<file path="src/swsd_pkg.sv">
`default_nettype none

package swsd_pkg;

  // Field and register widths
  localparam int TICK_W    = 32;
  localparam int CFG_W     = 16;
  localparam int CFG_IDX_W = 2;
  localparam int TEMP_W    = 12;
  localparam int HUM_W     = 11;
  localparam int CNT_W     = 7;

  // Frame layout
  localparam int FRAME_BITS     = 40;
  localparam int PREAMBLE_EDGES = 2;
  localparam int BYTE_W         = 8;
  localparam int RAW_W          = 16;
  localparam int MAG_W          = 15;

  localparam logic [CNT_W-1:0] CNT_MAX      = {CNT_W{1'b1}};
  localparam logic [CNT_W-1:0] CNT_PREAMBLE = CNT_W'(PREAMBLE_EDGES);
  localparam logic [CNT_W-1:0] CNT_FRAME_END = CNT_W'(FRAME_BITS + PREAMBLE_EDGES);

  // Range limits in tenths
  localparam logic [RAW_W-1:0] HUM_MAX_TENTHS      = RAW_W'(1100);
  localparam logic [MAG_W-1:0] TEMP_POS_MAX_TENTHS = MAG_W'(1350);
  localparam logic [MAG_W-1:0] TEMP_NEG_MAX_TENTHS = MAG_W'(500);

  // Configuration register indexes and reset values
  localparam logic [CFG_IDX_W-1:0] CFG_ZERO_MIN = 2'd0;
  localparam logic [CFG_IDX_W-1:0] CFG_ZERO_MAX = 2'd1;
  localparam logic [CFG_IDX_W-1:0] CFG_ONE_MAX  = 2'd2;

  localparam logic [CFG_W-1:0] ZERO_MIN_RESET = CFG_W'(60);
  localparam logic [CFG_W-1:0] ZERO_MAX_RESET = CFG_W'(100);
  localparam logic [CFG_W-1:0] ONE_MAX_RESET  = CFG_W'(150);

  // Input command codes and line level
  localparam logic CMD_EDGE   = 1'b0;
  localparam logic CMD_ARM    = 1'b1;
  localparam logic LEVEL_HIGH = 1'b1;

  typedef enum logic [1:0] {
    ST_GOOD     = 2'd0,
    ST_BAD_SUM  = 2'd1,
    ST_BAD_DATA = 2'd2
  } status_e;

  typedef struct packed {
    logic [CFG_W-1:0] zero_min;
    logic [CFG_W-1:0] zero_max;
    logic [CFG_W-1:0] one_max;
  } cfg_t;

  typedef struct packed {
    logic              command;
    logic              level;
    logic [TICK_W-1:0] tick;
  } edge_beat_t;

  typedef struct packed {
    status_e                  status;
    logic signed [TEMP_W-1:0] temp;
    logic [HUM_W-1:0]         hum;
  } check_t;

  typedef struct packed {
    logic                     valid;
    status_e                  status;
    logic signed [TEMP_W-1:0] temp;
    logic [HUM_W-1:0]         hum;
  } result_t;

endpackage

`default_nettype wire

</file>
<file path="src/swsd_in_reg.sv">
`default_nettype none

module swsd_in_reg import swsd_pkg::*; (
  input  wire logic       clk_i,
  input  wire logic       rst_ni,
  input  wire logic       in_valid_i,
  input  wire edge_beat_t in_beat_i,
  output logic            in_stall_o,
  input  wire logic       advance_i,
  output logic            beat_valid_o,
  output edge_beat_t      beat_o
);

  logic       valid_q, valid_d;
  edge_beat_t beat_q;
  logic       load;

  // Take a beat when the slot is empty or drains this cycle
  assign in_stall_o = valid_q && !advance_i;
  assign load       = in_valid_i && !in_stall_o;

  always_comb begin
    valid_d = valid_q;
    if (load) begin
      valid_d = 1'b1;
    end else if (advance_i) begin
      valid_d = 1'b0;
    end
  end

  always_ff @(posedge clk_i or negedge rst_ni) begin
    if (!rst_ni) begin
      valid_q <= 1'b0;
    end else begin
      valid_q <= valid_d;
    end
  end

  // Hold payload until the next load
  always_ff @(posedge clk_i) begin
    if (load) begin
      beat_q <= in_beat_i;
    end
  end

  assign beat_valid_o = valid_q;
  assign beat_o       = beat_q;

endmodule

`default_nettype wire

</file>
<file path="src/swsd_frame_check.sv">
`default_nettype none

module swsd_frame_check import swsd_pkg::*; (
  input  wire logic [FRAME_BITS-1:0] frame_i,
  output check_t                     check_o
);

  logic [BYTE_W-1:0] b0, b1, b2, b3, b4;
  logic [BYTE_W-1:0] sum;
  logic [RAW_W-1:0]  hum_raw;
  logic [MAG_W-1:0]  mag;
  logic              neg;
  logic              range_ok;
  logic [RAW_W-1:0]  temp_wide;

  // Split the word, last received byte lowest
  assign b0 = frame_i[0*BYTE_W +: BYTE_W];
  assign b1 = frame_i[1*BYTE_W +: BYTE_W];
  assign b2 = frame_i[2*BYTE_W +: BYTE_W];
  assign b3 = frame_i[3*BYTE_W +: BYTE_W];
  assign b4 = frame_i[4*BYTE_W +: BYTE_W];

  assign sum     = b1 + b2 + b3 + b4;
  assign hum_raw = {b4, b3};
  assign mag     = {b2[BYTE_W-2:0], b1};
  assign neg     = b2[BYTE_W-1];

  // Range check, negative side has its own limit
  always_comb begin
    range_ok = (hum_raw <= HUM_MAX_TENTHS);
    if (neg) begin
      range_ok = range_ok && (mag <= TEMP_NEG_MAX_TENTHS);
    end else begin
      range_ok = range_ok && (mag <= TEMP_POS_MAX_TENTHS);
    end
  end

  // Negate the magnitude for a set sign bit; negative zero gives zero
  assign temp_wide = neg ? (RAW_W'(0) - {1'b0, mag}) : {1'b0, mag};

  always_comb begin
    check_o.temp = temp_wide[TEMP_W-1:0];
    check_o.hum  = hum_raw[HUM_W-1:0];
    if (sum != b0) begin
      check_o.status = ST_BAD_SUM;
    end else if (!range_ok) begin
      check_o.status = ST_BAD_DATA;
    end else begin
      check_o.status = ST_GOOD;
    end
  end

endmodule

`default_nettype wire

</file>
<file path="src/swsd_bit_core.sv">
`default_nettype none

module swsd_bit_core import swsd_pkg::*; (
  input  wire logic       clk_i,
  input  wire logic       rst_ni,
  input  wire cfg_t       cfg_i,
  input  wire logic       fire_i,
  input  wire edge_beat_t beat_i,
  output result_t         result_o
);

  logic [TICK_W-1:0]        prev_q, prev_d;
  logic                     awaiting_q, awaiting_d;
  logic                     receiving_q, receiving_d;
  logic [CNT_W-1:0]         cnt_q, cnt_d;
  logic [FRAME_BITS-1:0]    shift_q, shift_d;
  logic signed [TEMP_W-1:0] held_temp_q, held_temp_d;
  logic [HUM_W-1:0]         held_hum_q, held_hum_d;

  logic [TICK_W-1:0]     delta;
  logic [TICK_W-1:0]     zmin_x, zmax_x, omax_x;
  logic                  is_zero, is_one;
  logic [CNT_W-1:0]      cnt_inc;
  logic [FRAME_BITS-1:0] frame_next;
  check_t                check;

  // Interval since the last rising edge, wraps with the timestamp
  assign delta  = beat_i.tick - prev_q;
  assign zmin_x = {{(TICK_W-CFG_W){1'b0}}, cfg_i.zero_min};
  assign zmax_x = {{(TICK_W-CFG_W){1'b0}}, cfg_i.zero_max};
  assign omax_x = {{(TICK_W-CFG_W){1'b0}}, cfg_i.one_max};

  assign is_zero = (delta >= zmin_x) && (delta <= zmax_x);
  assign is_one  = !is_zero && (delta > zmax_x) && (delta <= omax_x);

  assign cnt_inc    = (cnt_q < CNT_MAX) ? cnt_q + CNT_W'(1) : cnt_q;
  assign frame_next = {shift_q[FRAME_BITS-2:0], is_one};

  swsd_frame_check u_check (
    .frame_i (frame_next),
    .check_o (check)
  );

  // Sequence one beat through the frame state
  always_comb begin
    prev_d      = prev_q;
    awaiting_d  = awaiting_q;
    receiving_d = receiving_q;
    cnt_d       = cnt_q;
    shift_d     = shift_q;
    held_temp_d = held_temp_q;
    held_hum_d  = held_hum_q;
    result_o.valid  = 1'b0;
    result_o.status = check.status;

    if (fire_i) begin
      if (beat_i.command == CMD_ARM) begin
        awaiting_d = 1'b1;
      end else if (beat_i.level == LEVEL_HIGH) begin
        prev_d = beat_i.tick;
        if (awaiting_q) begin
          awaiting_d  = 1'b0;
          receiving_d = 1'b1;
          cnt_d       = '0;
          shift_d     = '0;
        end else if (receiving_q) begin
          cnt_d = cnt_inc;
          if (cnt_inc > CNT_PREAMBLE) begin
            if (is_zero || is_one) begin
              shift_d = frame_next;
              if (cnt_inc == CNT_FRAME_END) begin
                receiving_d    = 1'b0;
                result_o.valid = 1'b1;
                if (check.status == ST_GOOD) begin
                  held_temp_d = check.temp;
                  held_hum_d  = check.hum;
                end
              end
            end else begin
              // drop the frame on an out-of-window interval
              receiving_d = 1'b0;
            end
          end
        end
      end
    end

    result_o.temp = held_temp_d;
    result_o.hum  = held_hum_d;
  end

  always_ff @(posedge clk_i or negedge rst_ni) begin
    if (!rst_ni) begin
      prev_q      <= '0;
      awaiting_q  <= 1'b1;
      receiving_q <= 1'b0;
      cnt_q       <= '0;
      shift_q     <= '0;
      held_temp_q <= '0;
      held_hum_q  <= '0;
    end else begin
      prev_q      <= prev_d;
      awaiting_q  <= awaiting_d;
      receiving_q <= receiving_d;
      cnt_q       <= cnt_d;
      shift_q     <= shift_d;
      held_temp_q <= held_temp_d;
      held_hum_q  <= held_hum_d;
    end
  end

endmodule

`default_nettype wire

</file>
<file path="src/single_wire_sensor_frame_decoder.sv">
// Pulse-width frame decoder for a single-wire humidity/temperature sensor.
// Input channel (in_valid_i / in_stall_o): one beat per line event, carrying
// a command (edge or arm), the line level and a microsecond timestamp.
// Output channel (out_valid_o / out_stall_i): one status beat per completed
// frame, with the last good temperature and humidity in tenths.
// Config channel (cfg_valid_i / cfg_ready_o): always ready; writes the zero
// and one interval windows. Write only while the block is idle.
// A beat is registered in the input register on accept; while the output
// slot is free it advances through the core and its result, if any, is
// registered in the output register. Throughput is one beat per cycle
// while the output does not stall, set by the single subtract/compare/shift
// path from the input register to the state and result registers.
// A stalled output holds its beat; one further input beat is taken into
// the input register and then in_stall_o rises until the output drains.
// Reset clears all frame state and held values, loads the default windows
// and leaves the block armed for a start edge.
`default_nettype none

module single_wire_sensor_frame_decoder import swsd_pkg::*; (
  input  wire logic                 clk_i,
  input  wire logic                 rst_ni,
  input  wire logic                 in_valid_i,
  output logic                      in_stall_o,
  input  wire logic                 in_command_i,
  input  wire logic                 in_level_i,
  input  wire logic [TICK_W-1:0]    in_tick_us_i,
  output logic                      out_valid_o,
  input  wire logic                 out_stall_i,
  output logic [1:0]                out_status_o,
  output logic signed [TEMP_W-1:0]  out_temperature_tenths_o,
  output logic [HUM_W-1:0]          out_humidity_tenths_o,
  input  wire logic                 cfg_valid_i,
  output logic                      cfg_ready_o,
  input  wire logic [CFG_IDX_W-1:0] cfg_index_i,
  input  wire logic [CFG_W-1:0]     cfg_data_i
);

  cfg_t       cfg_q, cfg_d;
  edge_beat_t in_beat;
  edge_beat_t beat;
  logic       beat_valid;
  logic       out_free;
  logic       fire;
  result_t    result;

  logic                     out_valid_q, out_valid_d;
  status_e                  out_status_q;
  logic signed [TEMP_W-1:0] out_temp_q;
  logic [HUM_W-1:0]         out_hum_q;

  // Configuration registers
  assign cfg_ready_o = 1'b1;

  always_comb begin
    cfg_d = cfg_q;
    if (cfg_valid_i) begin
      unique case (cfg_index_i)
        CFG_ZERO_MIN: cfg_d.zero_min = cfg_data_i;
        CFG_ZERO_MAX: cfg_d.zero_max = cfg_data_i;
        CFG_ONE_MAX:  cfg_d.one_max  = cfg_data_i;
        default:      cfg_d = cfg_q;
      endcase
    end
  end

  always_ff @(posedge clk_i or negedge rst_ni) begin
    if (!rst_ni) begin
      cfg_q.zero_min <= ZERO_MIN_RESET;
      cfg_q.zero_max <= ZERO_MAX_RESET;
      cfg_q.one_max  <= ONE_MAX_RESET;
    end else begin
      cfg_q <= cfg_d;
    end
  end

  // Input register
  assign in_beat.command = in_command_i;
  assign in_beat.level   = in_level_i;
  assign in_beat.tick    = in_tick_us_i;

  swsd_in_reg u_in_reg (
    .clk_i        (clk_i),
    .rst_ni       (rst_ni),
    .in_valid_i   (in_valid_i),
    .in_beat_i    (in_beat),
    .in_stall_o   (in_stall_o),
    .advance_i    (fire),
    .beat_valid_o (beat_valid),
    .beat_o       (beat)
  );

  // Advance the held beat when the output slot can take a result
  assign out_free = !out_valid_q || !out_stall_i;
  assign fire     = beat_valid && out_free;

  swsd_bit_core u_core (
    .clk_i    (clk_i),
    .rst_ni   (rst_ni),
    .cfg_i    (cfg_q),
    .fire_i   (fire),
    .beat_i   (beat),
    .result_o (result)
  );

  // Output register
  always_comb begin
    out_valid_d = out_valid_q;
    if (out_free) begin
      out_valid_d = result.valid;
    end
  end

  always_ff @(posedge clk_i or negedge rst_ni) begin
    if (!rst_ni) begin
      out_valid_q <= 1'b0;
    end else begin
      out_valid_q <= out_valid_d;
    end
  end

  always_ff @(posedge clk_i) begin
    if (out_free && result.valid) begin
      out_status_q <= result.status;
      out_temp_q   <= result.temp;
      out_hum_q    <= result.hum;
    end
  end

  assign out_valid_o              = out_valid_q;
  assign out_status_o             = out_status_q;
  assign out_temperature_tenths_o = out_temp_q;
  assign out_humidity_tenths_o    = out_hum_q;

  // Stall only with a beat waiting in the input register
  a_stall_needs_beat: assert property (@(posedge clk_i) disable iff (!rst_ni)
    in_stall_o |-> beat_valid)
    else $error("input stalled with an empty input register");

  // A result comes only from a beat that advances
  a_result_on_fire: assert property (@(posedge clk_i) disable iff (!rst_ni)
    result.valid |-> fire)
    else $error("result produced without an advancing beat");

  // Held values delivered with a good status are in range
  a_good_in_range: assert property (@(posedge clk_i) disable iff (!rst_ni)
    (out_valid_o && out_status_o == ST_GOOD) |->
      ((out_humidity_tenths_o <= HUM_W'(1100)) &&
       (out_temperature_tenths_o >= -TEMP_W'(500)) &&
       (out_temperature_tenths_o <= TEMP_W'(1350))))
    else $error("good frame delivered out-of-range values");

endmodule

`default_nettype wire
</file>
<file path="config.mk">
export PLATFORM = sky130hd
export DESIGN_NAME = single_wire_sensor_frame_decoder
export DESIGN_NICKNAME = d
export VERILOG_FILES = /design/src/swsd_pkg.sv /design/src/swsd_in_reg.sv /design/src/swsd_frame_check.sv /design/src/swsd_bit_core.sv /design/src/single_wire_sensor_frame_decoder.sv
export SDC_FILE = /design/constraint.sdc
export NUM_CORES = 1
export LEC_CHECK = 0
export BUFFER_PORTS_ARGS = -buffer_cell sky130_fd_sc_hd__buf_2
export CAP_MARGIN = 20
export CORE_UTILIZATION = 40
export DETAILED_ROUTE_END_ITERATION = 10
export PLACE_DENSITY = 0.63
export SLEW_MARGIN = 0
export SYNTH_ARGS = -nofsm -noshare
export SYNTH_HDL_FRONTEND = slang
export SYNTH_SLANG_ARGS = --single-unit
</file>
<file path="constraint.sdc">
create_clock -name clk_i -period 11.7 [get_ports clk_i]
set_input_delay 1.755 -clock clk_i [delete_from_list [all_inputs] [get_ports clk_i]]
set_output_delay 1.755 -clock clk_i [all_outputs]
set_load 0.01 [all_outputs]
</file>
==> flow_metrics.py <==
metrics = {
    "placed_design": {
        "gp_congestion": 0.8732,
        "dp_hpwl_um": 18540,
        "placedCellCount": 1566,
        "portBuffers": 83,
    },
    "layout": {
        "mostFrequentLayoutCell": "dfrtp_1",
        "nFillCells": 2762,
        "stdcell_count": 1610,
        "mostFrequentLayoutCells": "141 x dfrtp_1, 108 x nand2_1, 99 x inv_1",
        "regArea_sq_mm": 0.005615,
        "drive_gt1_share_pct": 18.36,
        "num_antenna_cells": 0,
        "multi_input_area_sq_mm": 0.005887,
        "syn_to_final_growth_pct": 12.22,
        "nets": 1362,
    },
    "timing": {
        "relSlewSlack_pct": 38.38,
        "clock-skew-final_ns": 0.01289,
        "fmax_mhz": 164.3,
        "setup_violations": 0,
        "worstMarginPinSlew_ns": 0.9215,
        "hold_viol_final": 0,
        "fin_crit_sh_pct": 52.02,
        "rsz0062_at_grt": "false",
        "maxSlewViolCount": 0,
        "final.min_clock_period_ns": 6.086,
        "tns_ns": 0,
    },
    "pwr": {
        "power_density_mw_per_mm2": 181.1,
        "power.leakage_nw": 6.345,
        "peakVddDrop_uv": 113.3,
        "p_total_mw": 2.463,
    },
    "global_routing": {
        "grt_pass1_vias": 8507,
        "grt_pass1_wl_um": 43910,
        "grt_max_degree": 90,
        "grt.overflow.total": 0,
        "grt_antenna_before_repair": 0,
        "track_usage_pct": 17.34,
    },
    "route": {
        "detail-route-antenna-nets": 0,
        "dr.first_iter.drc_count": 623,
        "vias": 8496,
        "drc": 0,
        "drt-pass1-iter-count": 5,
        "wl_um": 25840,
        "vias_per_cell": 5.277,
        "wl_per_cell_um": 16.05,
    },
    "floorplan": {
        "ios": 85,
        "die_x_um": 176.1,
        "start_util_pct": 40.79,
        "core_sq_mm": 0.02972,
        "die_area_sq_mm": 0.03100,
        "rows": 63,
        "dieHeight_um": 176.1,
    },
    "worst_hold_path": {
        "hp-class": "reg2reg",
    },
    "clock_tree": {
        "worst_skew_pair.late_latency_ns": 0.52,
        "cts_buffers": 24,
        "postCtsSetupBuffers": 0,
        "htree_levels": 1,
        "ctsHoldBuffers": 0,
        "clk_pin_slew_ns": 0.06,
        "cts.sinks": 212,
        "root_buffer": "clkbuf_16",
        "clk_path_buf_depth": 3,
        "cts_resized": 0,
        "cts_tree": "built",
    },
    "synth": {
        "synth_edf_count": 59,
        "syn-cell-area_sq_mm": 0.01212,
        "async_reset_ff_share_pct": 72.17,
        "synth-main-ff-cell": "dfrtp_1",
        "avgSynthCellArea_sq_um": 10.73,
        "synth_warnings": 0,
        "ys_types": 88,
        "ys_ff_latch": 212,
        "synth_cells": 1130,
        "ys_seq_area_share_pct": 46.33,
        "synth_fp_nets": 1290,
    },
    "critical_path": {
        "crit_path_max_fanout": 23,
        "crit_arrival_ns": 6.34,
        "cp-end-kind": "flip-flop",
        "cp.required_ns": 11.96,
        "crit_type": "reg2reg",
        "start_kind": "flip-flop",
    },
    "job": {
        "max_cap_viol_count": 0,
    },
    "run_status": {
        "status": "finished clean",
    },
}
cell type report:
class | count | area share (%)
Inverter | 99 | 2.732
Clock buffer | 36 | 5.197
Sequential cell | 212 | 41.28
Timing Repair Buffer | 89 | 3.431
Clock inverter | 8 | 0.4967
Tap cell | 390 | 3.587
Multi-Input combinational cell | 776 | 43.28
flip-flops by register name (all words and copies together), names as in the netlist, 2 cells and up:
signal and count:
u_in_reg.beat_o 34, u_core.prev_q 32, u_core.cnt_q 7, out_humidity_tenths_o 11, u_core.held_hum_q 11, u_core.held_temp_q 12
u_core.shift_q 39, out_temperature_tenths_o 12, cfg_q 48, out_status_o 2
where the power goes:
group	leakage [nW]	internal, mW	total, mW	switching, mW
Combinational	3.40	0.346	0.843	0.497
Sequential	2.57	0.841	0.885	0.0440
Clock	0.376	0.438	0.735	0.297
through the flow:
step | utilization [%] | setup WS (ns) | hold slack [ns] | instance area, sq um
2_1_floorplan | - | 6.269 | 0.4538 | 12120
3_3_place_gp | 43.17 | 5.664 | 0.4713 | 12830
3_5_place_dp | 43.17 | 5.590 | 0.4764 | 12830
4_1_cts | 45.77 | 5.564 | 0.4899 | 13600
5_1_grt | 45.77 | 5.219 | 0.5066 | 13600
6_report | 45.77 | 5.614 | 0.4804 | 13600
metal layers:
metal  vias up  GRT usage (%)  share of wire, %
li1       4189              -                 -
met1      4129          24.02                48
met2       140          28.74                47
met3        38          2.412               3.6
met4         0          3.877               1.8
met5         -              0                 0
worst max-delay path, cell delays in order, from the launching register on:
cell and delay [ns]:
edfxtp_1 0.40, ha_1 0.46, nand4_1 0.22, a2111oi_0 0.51, o21ai_0 0.27, nand2_1 0.17
xor2_1 0.36, ha_1 0.34, a221oi_1 0.27, o21ai_0 0.12, o21ai_0 0.30, or3b_2 0.48
or4_4 0.45, mux2_4 0.32, or4_4 0.77, mux2_4 0.38
final timing paths:
check                                              start  slack, ns                                 end  depth (start not counted)
max reg2reg                u_in_reg.beat_o[12]$_DFFE_PP_       5.61  out_humidity_tenths_o[3]$_DFFE_PP_                         15
max                        u_in_reg.beat_o[12]$_DFFE_PP_       5.61  out_humidity_tenths_o[3]$_DFFE_PP_                         15
max in group asynchronous                         rst_ni       9.00       u_core.prev_q[20]$_DFFE_PN0P_                          2
min in group asynchronous                         rst_ni       1.32               cfg_q[15]$_DFFE_PN0P_                          1
min reg2reg                 u_in_reg.beat_o[7]$_DFFE_PP_       0.48        u_core.prev_q[7]$_DFFE_PN0P_                          2
min                         u_in_reg.beat_o[7]$_DFFE_PP_       0.48        u_core.prev_q[7]$_DFFE_PN0P_                          2
kinds of logic (layout without fill, tap and decap cells):
family | after synthesis | after routing | share of synthesized area [%]
AOI/OAI and AO/OA | 293 | 293 | 15.97
muxes | 61 | 61 | 6.276
buffers and inverters | 142 | 232 | 5.295
DFF | 212 | 212 | 46.33
xor gates and xnor gates | 50 | 50 | 3.613
other | 1 | 1 | 0.03094
and+or+nand+nor | 268 | 268 | 10.93
adders and majority gates | 103 | 103 | 11.56
Yosys cell counts, types with 12 or more instances:
library cell  count  area [sq um]
xor2_1           14         122.6
a22o_1           39         341.6
ha_1             88          1101
mux2_2           36         405.4
inv_1            99         371.6
nand2_1         108         405.4
edfxtp_1         59          1772
a21oi_1          55         275.3
nand3_1          14         70.07
nor2_1           50         187.7
a21o_1           22         165.2
clkbuf_1         26         97.59
xnor2_1          36         315.3
o21ai_0          92         460.4
mux2_4           21         315.3
nor3_1           13         65.06
fa_1             15         300.3
dfstp_2          12         315.3
nand4_1          19         118.9
dfrtp_1         141          3528
Note: power is estimated with default switching activity, not from simulation.
